--- src/rtl/genotype_line_decode_qc_filter_defines.svh ---
// Assertion macros for the genotype line decoder RTL.
// Included by gldqc_accum, the only module that carries concurrent checks; no other dependencies.
`ifndef GENOTYPE_LINE_DECODE_QC_FILTER_DEFINES_SVH
`define GENOTYPE_LINE_DECODE_QC_FILTER_DEFINES_SVH

// Same-cycle implication, disabled while reset is asserted.
`define GLDQC_ASSERT_IMP(label, clk, rst_n, ante, cons) \
  label: assert property (@(posedge clk) disable iff (!rst_n) (ante) |-> (cons)) \
    else $error("genotype line decoder check failed");

// Next-cycle implication, disabled while reset is asserted.
`define GLDQC_ASSERT_NXT(label, clk, rst_n, ante, cons) \
  label: assert property (@(posedge clk) disable iff (!rst_n) (ante) |=> (cons)) \
    else $error("genotype line decoder check failed");

`endif

--- src/rtl/gldqc_pkg.sv ---
// Shared types, constants and the genotype decode function of the line decoder.
// No dependencies; imported by every module of the block.
package gldqc_pkg;

  // Field widths.
  localparam int IND_W      = 21;
  localparam int MAC_W      = 22;
  localparam int MAF_W      = 16;
  localparam int MISS_W     = 15;
  localparam int POS_W      = IND_W - 2;
  localparam int ORD_W      = 16;
  localparam int CFG_DATA_W = 22;
  localparam int CFG_ADDR_W = 2;
  localparam int IN_DATA_W  = 8;
  localparam int OUT_DATA_W = 120;

  // Register indexes on the configuration port.
  typedef enum logic [CFG_ADDR_W-1:0] {
    REG_INDIVIDUAL_COUNT = 2'd0,
    REG_MIN_ALLELE_COUNT = 2'd1,
    REG_MIN_ALLELE_FREQ  = 2'd2,
    REG_MAX_MISSING_RATE = 2'd3
  } cfg_reg_t;

  // Reset values and threshold ceilings.
  localparam logic [IND_W-1:0]  RST_INDIVIDUAL_COUNT = 21'd1;
  localparam logic [MAC_W-1:0]  RST_MIN_ALLELE_COUNT = 22'd1;
  localparam logic [MAF_W-1:0]  RST_MIN_ALLELE_FREQ  = 16'd0;
  localparam logic [MISS_W-1:0] RST_MAX_MISSING_RATE = 15'd3277;
  localparam logic [MAF_W-1:0]  MAF_THR_MAX          = 16'd32768;
  localparam logic [MISS_W-1:0] MISS_THR_MAX         = 15'd16384;

  // Raw two-bit codes as stored in the file.
  localparam logic [1:0] RAW_HOM_REF = 2'b00;
  localparam logic [1:0] RAW_MISSING = 2'b01;
  localparam logic [1:0] RAW_HET     = 2'b10;
  localparam logic [1:0] RAW_HOM_ALT = 2'b11;

  // Decoded genotype classes.
  typedef enum logic [1:0] {
    GENO_HOM_REF = 2'd0,
    GENO_HET     = 2'd1,
    GENO_HOM_ALT = 2'd2,
    GENO_MISSING = 2'd3
  } geno_t;

  typedef struct packed {
    logic [IND_W-1:0]  individual_count;
    logic [MAC_W-1:0]  min_allele_count;
    logic [MAF_W-1:0]  min_allele_freq_q16;
    logic [MISS_W-1:0] max_missing_rate_q16;
  } cfg_t;

  // One decoded byte plus the running class counts after it.
  typedef struct packed {
    logic [3:0][1:0]  genotype;
    logic [2:0]       real_genotypes;
    logic             line_done;
    logic [IND_W-1:0] het_total;
    logic [IND_W-1:0] hom_alt_total;
    logic [IND_W-1:0] missing_total;
    logic [ORD_W-1:0] line_ordinal;
  } tally_t;

  // Finished result beat.
  typedef struct packed {
    tally_t           tally;
    logic [MAC_W-1:0] minor_allele_total;
    logic             line_included;
  } result_t;

  function automatic geno_t decode_code(input logic [1:0] raw);
    geno_t g;
    unique case (raw)
      RAW_HOM_REF: g = GENO_HOM_REF;
      RAW_MISSING: g = GENO_MISSING;
      RAW_HET:     g = GENO_HET;
      RAW_HOM_ALT: g = GENO_HOM_ALT;
      default:     g = GENO_MISSING;
    endcase
    return g;
  endfunction

endpackage

--- src/rtl/gldqc_accum.sv ---
// Decode and count stage: decodes four genotypes per byte and keeps the line counts.
// Depends on gldqc_pkg and the assertion macro header.
`include "genotype_line_decode_qc_filter_defines.svh"

module gldqc_accum #(
  parameter int LINE_COUNTER_BITS = 16
) (
  input  logic                                 clk,
  input  logic                                 rst_n,
  input  logic [gldqc_pkg::IND_W-1:0]          n_eff,
  input  logic                                 line_clear,
  input  logic                                 in_valid,
  output logic                                 in_ready,
  input  logic [gldqc_pkg::IN_DATA_W-1:0]      in_byte,
  output logic                                 out_valid,
  input  logic                                 out_ready,
  output gldqc_pkg::tally_t                    out_tally
);
  import gldqc_pkg::*;

  logic                         v_r;
  logic [POS_W-1:0]             pos_r, pos_nxt;
  logic [IND_W-1:0]             het_r, het_nxt;
  logic [IND_W-1:0]             hom_r, hom_nxt;
  logic [IND_W-1:0]             miss_r, miss_nxt;
  logic [LINE_COUNTER_BITS-1:0] line_cnt_r, line_cnt_nxt;
  tally_t                       tally_r, tally_nxt;

  logic                         accept;
  logic                         done;
  logic [IND_W-1:0]             n_m1;
  logic [POS_W-1:0]             last_pos;
  logic [IND_W-1:0]             left;
  logic [2:0]                   real_cnt;
  logic [2:0]                   inc_het, inc_hom, inc_miss;
  logic [IND_W-1:0]             het_sum, hom_sum, miss_sum;
  geno_t                        geno [4];

  assign in_ready  = !v_r || out_ready;
  assign accept    = in_valid && in_ready;
  assign out_valid = v_r;
  assign out_tally = tally_r;

  // Position of this byte in the line and how many of its codes are real.
  assign n_m1     = n_eff - IND_W'(1);
  assign last_pos = n_m1[IND_W-1:2];
  assign done     = (pos_r >= last_pos);
  assign left     = n_eff - {pos_r, 2'b00};
  assign real_cnt = (left >= IND_W'(4)) ? 3'd4 : left[2:0];

  // Decode the four codes and count the real ones per class.
  always_comb begin
    inc_het  = 3'd0;
    inc_hom  = 3'd0;
    inc_miss = 3'd0;
    for (int k = 0; k < 4; k++) begin
      geno[k] = decode_code(in_byte[2*k +: 2]);
      if (3'(k) < real_cnt) begin
        case (geno[k])
          GENO_HET:     inc_het  = inc_het + 3'd1;
          GENO_HOM_ALT: inc_hom  = inc_hom + 3'd1;
          GENO_MISSING: inc_miss = inc_miss + 3'd1;
          default:      ;
        endcase
      end
    end
  end

  assign het_sum  = het_r + IND_W'(inc_het);
  assign hom_sum  = hom_r + IND_W'(inc_hom);
  assign miss_sum = miss_r + IND_W'(inc_miss);

  // Beat handed to the filter stage.
  always_comb begin
    for (int k = 0; k < 4; k++) begin
      tally_nxt.genotype[k] = geno[k];
    end
    tally_nxt.real_genotypes = real_cnt;
    tally_nxt.line_done      = done;
    tally_nxt.het_total      = het_sum;
    tally_nxt.hom_alt_total  = hom_sum;
    tally_nxt.missing_total  = miss_sum;
    tally_nxt.line_ordinal   = ORD_W'(line_cnt_r);
  end

  // Line state update: a new individual count drops the partial line.
  always_comb begin
    pos_nxt      = pos_r;
    het_nxt      = het_r;
    hom_nxt      = hom_r;
    miss_nxt     = miss_r;
    line_cnt_nxt = line_cnt_r;
    if (line_clear) begin
      pos_nxt  = '0;
      het_nxt  = '0;
      hom_nxt  = '0;
      miss_nxt = '0;
    end else if (accept) begin
      if (done) begin
        pos_nxt      = '0;
        het_nxt      = '0;
        hom_nxt      = '0;
        miss_nxt     = '0;
        line_cnt_nxt = line_cnt_r + LINE_COUNTER_BITS'(1);
      end else begin
        pos_nxt  = pos_r + POS_W'(1);
        het_nxt  = het_sum;
        hom_nxt  = hom_sum;
        miss_nxt = miss_sum;
      end
    end
  end

  always_ff @(posedge clk) begin
    if (!rst_n) begin
      v_r        <= 1'b0;
      pos_r      <= '0;
      het_r      <= '0;
      hom_r      <= '0;
      miss_r     <= '0;
      line_cnt_r <= '0;
    end else begin
      if (in_ready) begin
        v_r <= in_valid;
      end
      pos_r      <= pos_nxt;
      het_r      <= het_nxt;
      hom_r      <= hom_nxt;
      miss_r     <= miss_nxt;
      line_cnt_r <= line_cnt_nxt;
    end
  end

  always_ff @(posedge clk) begin
    if (accept) begin
      tally_r <= tally_nxt;
    end
  end

  // Every byte before the last one of a line carries four real individuals.
  `GLDQC_ASSERT_IMP(a_inner_byte_full, clk, rst_n, accept && !done, real_cnt == 3'd4)
  // The byte position never runs past the end of the configured line.
  `GLDQC_ASSERT_IMP(a_pos_in_line, clk, rst_n, 1'b1, pos_r <= last_pos)
  // Closing a line restarts the position at the first byte.
  `GLDQC_ASSERT_NXT(a_line_restart, clk, rst_n, accept && done, pos_r == '0)

endmodule

--- src/rtl/gldqc_qc.sv ---
// Quality filter stages: minor allele count folding and the three threshold tests.
// Depends on gldqc_pkg.
module gldqc_qc (
  input  logic                         clk,
  input  logic                         rst_n,
  input  gldqc_pkg::cfg_t              cfg,
  input  logic [gldqc_pkg::IND_W-1:0]  n_eff,
  input  logic                         in_valid,
  output logic                         in_ready,
  input  gldqc_pkg::tally_t            in_tally,
  output logic                         out_valid,
  input  logic                         out_ready,
  output gldqc_pkg::result_t           out_result
);
  import gldqc_pkg::*;

  typedef struct packed {
    tally_t           tally;
    logic [IND_W-1:0] nobs;
    logic [MAC_W-1:0] mac;
    logic             miss_ok;
  } qc_mid_t;

  logic             b_v_r;
  qc_mid_t          b_r, b_nxt;
  logic             c_v_r;
  result_t          res_r, res_nxt;
  logic             b_ready, c_ready;

  logic [MAC_W-1:0]          mac_thr;
  logic [MAF_W-1:0]          maf_thr;
  logic [MISS_W-1:0]         miss_thr;
  logic [MAC_W-1:0]          mac_raw;
  logic [MISS_W+IND_W-1:0]   miss_prod;
  logic [MAF_W+IND_W-1:0]    maf_prod;
  logic                      maf_ok;
  logic                      inc;

  assign c_ready    = !c_v_r || out_ready;
  assign b_ready    = !b_v_r || c_ready;
  assign in_ready   = b_ready;
  assign out_valid  = c_v_r;
  assign out_result = res_r;

  // Thresholds with out-of-range settings pulled to their limits.
  assign mac_thr  = (cfg.min_allele_count == '0) ? MAC_W'(1) : cfg.min_allele_count;
  assign maf_thr  = (cfg.min_allele_freq_q16 > MAF_THR_MAX) ? MAF_THR_MAX
                                                            : cfg.min_allele_freq_q16;
  assign miss_thr = (cfg.max_missing_rate_q16 > MISS_THR_MAX) ? MISS_THR_MAX
                                                              : cfg.max_missing_rate_q16;

  // First stage: observed count, folded allele count and the missing-rate test.
  always_comb begin
    b_nxt.tally = in_tally;
    b_nxt.nobs  = n_eff - in_tally.missing_total;
    mac_raw     = MAC_W'(in_tally.het_total) + {in_tally.hom_alt_total, 1'b0};
    if (mac_raw > MAC_W'(b_nxt.nobs)) begin
      b_nxt.mac = {b_nxt.nobs, 1'b0} - mac_raw;
    end else begin
      b_nxt.mac = mac_raw;
    end
    miss_prod     = (MISS_W+IND_W)'(miss_thr) * (MISS_W+IND_W)'(n_eff);
    b_nxt.miss_ok = ({in_tally.missing_total, 16'b0} <= (IND_W+16)'(miss_prod));
  end

  // Second stage: allele count and frequency tests, summary gated by line end.
  always_comb begin
    maf_prod = (MAF_W+IND_W)'(maf_thr) * (MAF_W+IND_W)'(b_r.nobs);
    maf_ok   = ({b_r.mac, 16'b0} >= (MAC_W+16)'({maf_prod, 1'b0}));
    inc      = b_r.miss_ok && (b_r.nobs != '0) && (b_r.mac >= mac_thr) && maf_ok;

    res_nxt.tally              = b_r.tally;
    res_nxt.minor_allele_total = b_r.mac;
    res_nxt.line_included      = inc;
    if (!b_r.tally.line_done) begin
      res_nxt.tally.het_total     = '0;
      res_nxt.tally.hom_alt_total = '0;
      res_nxt.tally.missing_total = '0;
      res_nxt.minor_allele_total  = '0;
      res_nxt.line_included       = 1'b0;
    end
  end

  always_ff @(posedge clk) begin
    if (!rst_n) begin
      b_v_r <= 1'b0;
      c_v_r <= 1'b0;
    end else begin
      if (b_ready) begin
        b_v_r <= in_valid;
      end
      if (c_ready) begin
        c_v_r <= b_v_r;
      end
    end
  end

  always_ff @(posedge clk) begin
    if (in_valid && b_ready) begin
      b_r <= b_nxt;
    end
    if (b_v_r && c_ready) begin
      res_r <= res_nxt;
    end
  end

endmodule

--- src/rtl/genotype_line_decode_qc_filter.sv ---
// Top level of the genotype line decoder with per-line quality filter.
// Depends on gldqc_pkg, gldqc_accum and gldqc_qc.
//
// One packed genotype byte enters per beat and one result beat leaves per input
// beat, in order. The block takes a new byte every cycle unless out_tready stalls
// it; each byte passes through decode and count, fold and missing-rate test, and
// frequency test and output register, and the output register frees itself within
// the same cycle that out_tready takes the waiting beat. The last byte of a line
// is marked by out_tlast and carries the line summary; on other beats the summary
// fields read zero. Writing the individual count drops any partial line; the user
// writes configuration while no beats are in flight; the block does not check it.
module genotype_line_decode_qc_filter #(
  parameter int MAX_INDIVIDUALS   = 1048576,
  parameter int LINE_COUNTER_BITS = 16
) (
  input  logic                                  clk,
  input  logic                                  rst_n,
  // Input stream.
  input  logic                                  in_tvalid,
  output logic                                  in_tready,
  input  logic [gldqc_pkg::IN_DATA_W-1:0]       in_tdata,   // [7:0] packed_byte
  // Result stream.
  output logic                                  out_tvalid,
  input  logic                                  out_tready,
  // [1:0] genotype_0, [3:2] genotype_1, [5:4] genotype_2, [7:6] genotype_3,
  // [10:8] real_genotypes, [31:11] het_total, [52:32] hom_alt_total,
  // [73:53] missing_total, [95:74] minor_allele_total, [96] line_included,
  // [112:97] line_ordinal, [119:113] zero
  output logic [gldqc_pkg::OUT_DATA_W-1:0]      out_tdata,
  output logic                                  out_tlast,  // line_done
  // Configuration write port.
  input  logic                                  cfg_we,
  input  logic [gldqc_pkg::CFG_ADDR_W-1:0]      cfg_addr,
  input  logic [gldqc_pkg::CFG_DATA_W-1:0]      cfg_wdata
);
  import gldqc_pkg::*;

  localparam logic [31:0] MAX_IND = 32'(MAX_INDIVIDUALS);

  cfg_t             cfg_r;
  logic [IND_W-1:0] n_eff;
  logic             line_clear;
  logic             mid_valid, mid_ready;
  tally_t           mid_tally;
  result_t          result;

  // Configuration registers.
  always_ff @(posedge clk) begin
    if (!rst_n) begin
      cfg_r.individual_count     <= RST_INDIVIDUAL_COUNT;
      cfg_r.min_allele_count     <= RST_MIN_ALLELE_COUNT;
      cfg_r.min_allele_freq_q16  <= RST_MIN_ALLELE_FREQ;
      cfg_r.max_missing_rate_q16 <= RST_MAX_MISSING_RATE;
    end else if (cfg_we) begin
      unique case (cfg_reg_t'(cfg_addr))
        REG_INDIVIDUAL_COUNT: cfg_r.individual_count     <= cfg_wdata[IND_W-1:0];
        REG_MIN_ALLELE_COUNT: cfg_r.min_allele_count     <= cfg_wdata[MAC_W-1:0];
        REG_MIN_ALLELE_FREQ:  cfg_r.min_allele_freq_q16  <= cfg_wdata[MAF_W-1:0];
        REG_MAX_MISSING_RATE: cfg_r.max_missing_rate_q16 <= cfg_wdata[MISS_W-1:0];
        default: ;
      endcase
    end
  end

  assign line_clear = cfg_we && (cfg_reg_t'(cfg_addr) == REG_INDIVIDUAL_COUNT);

  // Effective individual count: zero acts as one, large values are capped.
  always_comb begin
    n_eff = cfg_r.individual_count;
    if (n_eff == '0) begin
      n_eff = IND_W'(1);
    end else if (32'(cfg_r.individual_count) > MAX_IND) begin
      n_eff = MAX_IND[IND_W-1:0];
    end
  end

  gldqc_accum #(
    .LINE_COUNTER_BITS (LINE_COUNTER_BITS)
  ) u_accum (
    .clk        (clk),
    .rst_n      (rst_n),
    .n_eff      (n_eff),
    .line_clear (line_clear),
    .in_valid   (in_tvalid),
    .in_ready   (in_tready),
    .in_byte    (in_tdata),
    .out_valid  (mid_valid),
    .out_ready  (mid_ready),
    .out_tally  (mid_tally)
  );

  gldqc_qc u_qc (
    .clk        (clk),
    .rst_n      (rst_n),
    .cfg        (cfg_r),
    .n_eff      (n_eff),
    .in_valid   (mid_valid),
    .in_ready   (mid_ready),
    .in_tally   (mid_tally),
    .out_valid  (out_tvalid),
    .out_ready  (out_tready),
    .out_result (result)
  );

  // Result beat packing, first field in the lowest bits.
  assign out_tdata = {7'b0,
                      result.tally.line_ordinal,
                      result.line_included,
                      result.minor_allele_total,
                      result.tally.missing_total,
                      result.tally.hom_alt_total,
                      result.tally.het_total,
                      result.tally.real_genotypes,
                      result.tally.genotype};
  assign out_tlast = result.tally.line_done;

endmodule
--- config.mk ---
export PLATFORM = sky130hd
export DESIGN_NAME = genotype_line_decode_qc_filter
export DESIGN_NICKNAME = d
export VERILOG_FILES = /design/src/rtl/gldqc_pkg.sv /design/src/rtl/gldqc_accum.sv /design/src/rtl/gldqc_qc.sv /design/src/rtl/genotype_line_decode_qc_filter.sv
export VERILOG_INCLUDE_DIRS = /design/src /design/src/rtl
export SDC_FILE = /design/constraint.sdc
export NUM_CORES = 2
export LEC_CHECK = 0
export BUFFER_PORTS_ARGS = -buffer_cell sky130_fd_sc_hd__buf_2
export CORE_MARGIN = 2
export CORE_UTILIZATION = 55
export DETAILED_ROUTE_END_ITERATION = 7
export PLACE_DENSITY = 0.83
export SLEW_MARGIN = 20
export SYNTH_ARGS = -nofsm -noshare
export SYNTH_HDL_FRONTEND = slang
export SYNTH_HIERARCHICAL = 1
export SYNTH_SLANG_ARGS = --single-unit
--- constraint.sdc ---
create_clock -name clk -period 26 [get_ports clk]
set_input_delay 1.3 -clock clk [delete_from_list [all_inputs] [get_ports clk]]
set_output_delay 1.3 -clock clk [all_outputs]
set_load 0.1 [all_outputs]
==> impl_metrics.ini <==
[outcome]
outcome = completed

[die]
core-area_sq_um = 88200
die_width_um = 302
die_h_um = 302
rows = 109
start_util = 0.555
die_area_sq_um = 91400
io_pins = 160

[global_routing]
grt_pass1_wl_mm = 199
grt_max_degree = 86
antenna_found_initial = 2
first_global_vias = 37900
grt.overflow.total = 0
grt_use_total = 0.275

[clock_tree]
cts_tree = yes
clock_latency_ps = 630
clock_path_buffers = 3
cts_buffers = 52
htree_levels = 2
cts_setup_buffers = 0
cts.repair.resized = 0
cts-root-buf = clkbuf_16
cts_sinks = 513
cts_hold_buffers = 0
clk_pin_slew_ps = 70

[detailed_routing]
vias_per_cell = 5.82
drt_first_iter_violations = 3044
drc = 0
final_antenna_net_count = 0
via_count = 37100
routed_wl_mm = 124
drt_pre_antenna_iters = 6
wl_per_cell_um = 19.5

[worst_setup_path]
path_class = reg2reg
critPathMaxFanout = 36
end_kind = flip-flop
max_stage_delay_ps = 560
cp.required_ps = 26420
cp_data_arrival_time_ps = 10070
cp-start-kind = flip-flop
crit_top_cell = fa_1
cp_slowest_cell = fa_1

[timing]
period_share = 0.371
grt_setup_unrepaired = no
relSlewSlack = 0.269
fin_skew_ps = 47.5
hold_viol = 0
final-max-slew-violation-count = 0
tns_ps = 0
min_period_ps = 9650
max_freq_mhz = 104
setup_viol = 0
setup_slack_ps = 16350
worst_hold_slack_ps = 412
tightest_slew_ps = 1090

[power_and_ir_drop]
leakage_nw = 24.2
ir_drop_mv = 0.0524
p_per_area_nw_per_um2 = 48.0

[yosys]
synth.area.mux_share = 0.00994
synth_seq_area_share = 0.279
synth_fa_ha_area_frac = 0.321
ys_ff_latch = 513
synth_top_family_by_area = adder cells
yosys.area_share.simple = 0.185
synth_edf_count = 338
postSynthAreaPerCell_sq_um = 9.58
syn_inst = 5112
ys.flop_type = edfxtp_1
yosys_warnings = 6
synth_compound_area_frac = 0.0943
synth_cell_type_count = 107
synth-async-reset-ratio = 0
synth_xor_area_frac = 0.0386
syn_area_sq_um = 48900

[hold_path]
hold_path_class = reg2reg

[cells_and_area]
layout-drive-gt1-share = 0.0730
fin_nets = 6150
layout_common_cells = 699 x inv_1, 658 x nand2_1, 516 x fa_1, 431 x ha_1, 425 x and2_1
synthToLayoutAreaGrowth_pct = 7.39
final_common_cell = inv_1
utilization = 0.596
fillers = 7157

[place]
io_buffer_count = 152
pre_cts_ws_ps = 16550
routabilityCongestion = 0.968
dp_hpwl_mm = 92.7

[job]
drv_cap = 0
[sequential cells by signal, summed over array words and instances, names as in the netlist]
register            flops
cfg_r                  74
u_accum/het_r          21
u_accum/hom_r          21
u_accum/line_cnt_r     16
u_accum/miss_r         21
u_accum/out_tally      91
u_accum/out_valid       1
u_accum/pos_r          19
u_qc/b_r              134
u_qc/b_v_r              1
u_qc/out_result       113
u_qc/out_valid          1
[final timing paths]
| kind | startpoint | to | slack, ps | depth (start not counted) |
|---|---|---|---|---|
| worst max-delay path | cfg_r[14] | u_qc/b_r[0] | 16350 | 34 |
| worst min-delay path | u_accum/out_tally[81] | u_qc/b_r[125] | 410 | 0 |
| worst max register to register | cfg_r[14] | u_qc/b_r[0] | 16350 | 34 |
| worst min register to register | u_accum/out_tally[81] | u_qc/b_r[125] | 410 | 0 |
[cells by family after synthesis]
kind of cell / after synthesis
AO/OA/AOI/OAI: 680
flip-flops: 513
XOR/XNOR: 215
buffers and inverters: 920
other: 1
AND/OR/NAND/NOR: 1789
adder cells (fa/ha/maj): 947
multiplexers: 47
[worst max-delay path: cells and delay by family (launching register included)]
kind	cells	cell delay, ps
compound gates	12	2830
fa+ha+maj	8	3700
buf+inv	7	1160
flops	1	310
mux	1	140
simple gates	6	1270
[where the power goes]
group	internal (W)	switching, W	leakage [nW]
clock	0.000425	0.000330	0.837
sequential	0.000922	0.0000491	4.62
combinational	0.000302	0.000495	18.7
total	0.00165	0.000874	24.2
[cells in the mapped netlist (89+ instances only)]
cell / count / share of area
a21oi_1: 166 / 0.017
and2_1: 426 / 0.054
clkbuf_1: 195 / 0.015
dfxtp_1: 175 / 0.072
edfxtp_1: 338 / 0.21
fa_1: 516 / 0.21
ha_1: 431 / 0.11
inv_1: 699 / 0.054
nand2_1: 660 / 0.051
nand3_1: 114 / 0.012
nor2_1: 164 / 0.013
nor2b_1: 89 / 0.011
o21ai_0: 128 / 0.013
xnor2_1: 135 / 0.024
[area by class of cell]
| class | count | area, sq um | area share |
|---|---|---|---|
| multi-input cells | 3685 | 31900 | 0.606 |
| flip-flops and latches | 513 | 13700 | 0.260 |
| inverters | 701 | 2640 | 0.0501 |
| well taps | 1165 | 1460 | 0.0277 |
| clock buffers | 65 | 1390 | 0.0265 |
| repair buffers | 213 | 1220 | 0.0232 |
| clock inverters | 30 | 343 | 0.00652 |
| diodes | 2 | 5.00 | 0.0000952 |
[layer usage]
metal / vias to the layer above / routed length [um] / part of all wire / GRT usage
met4: 2 / 4900 / 0.039 / 0.105
met5: - / 13 / 0.00010 / 0
met2: 1514 / 61000 / 0.49 / 0.470
met1: 18300 / 49400 / 0.40 / 0.352
li1: 16900 / - / - / -
met3: 324 / 9090 / 0.073 / 0.0425
[per-stage QoR]
stage / total power (W) / instance area, sq um / instances
3_5_place_dp: 0.00177 / 50800 / 6277
6_report: 0.00252 / 52600 / 6374
4_1_cts: 0.00252 / 52600 / 6372
5_1_grt: 0.00265 / 52600 / 6372
3_3_place_gp: 0.00174 / 50800 / 6277
2_1_floorplan: 0.00156 / 49000 / 5118
(Power assumes the default switching activity.)
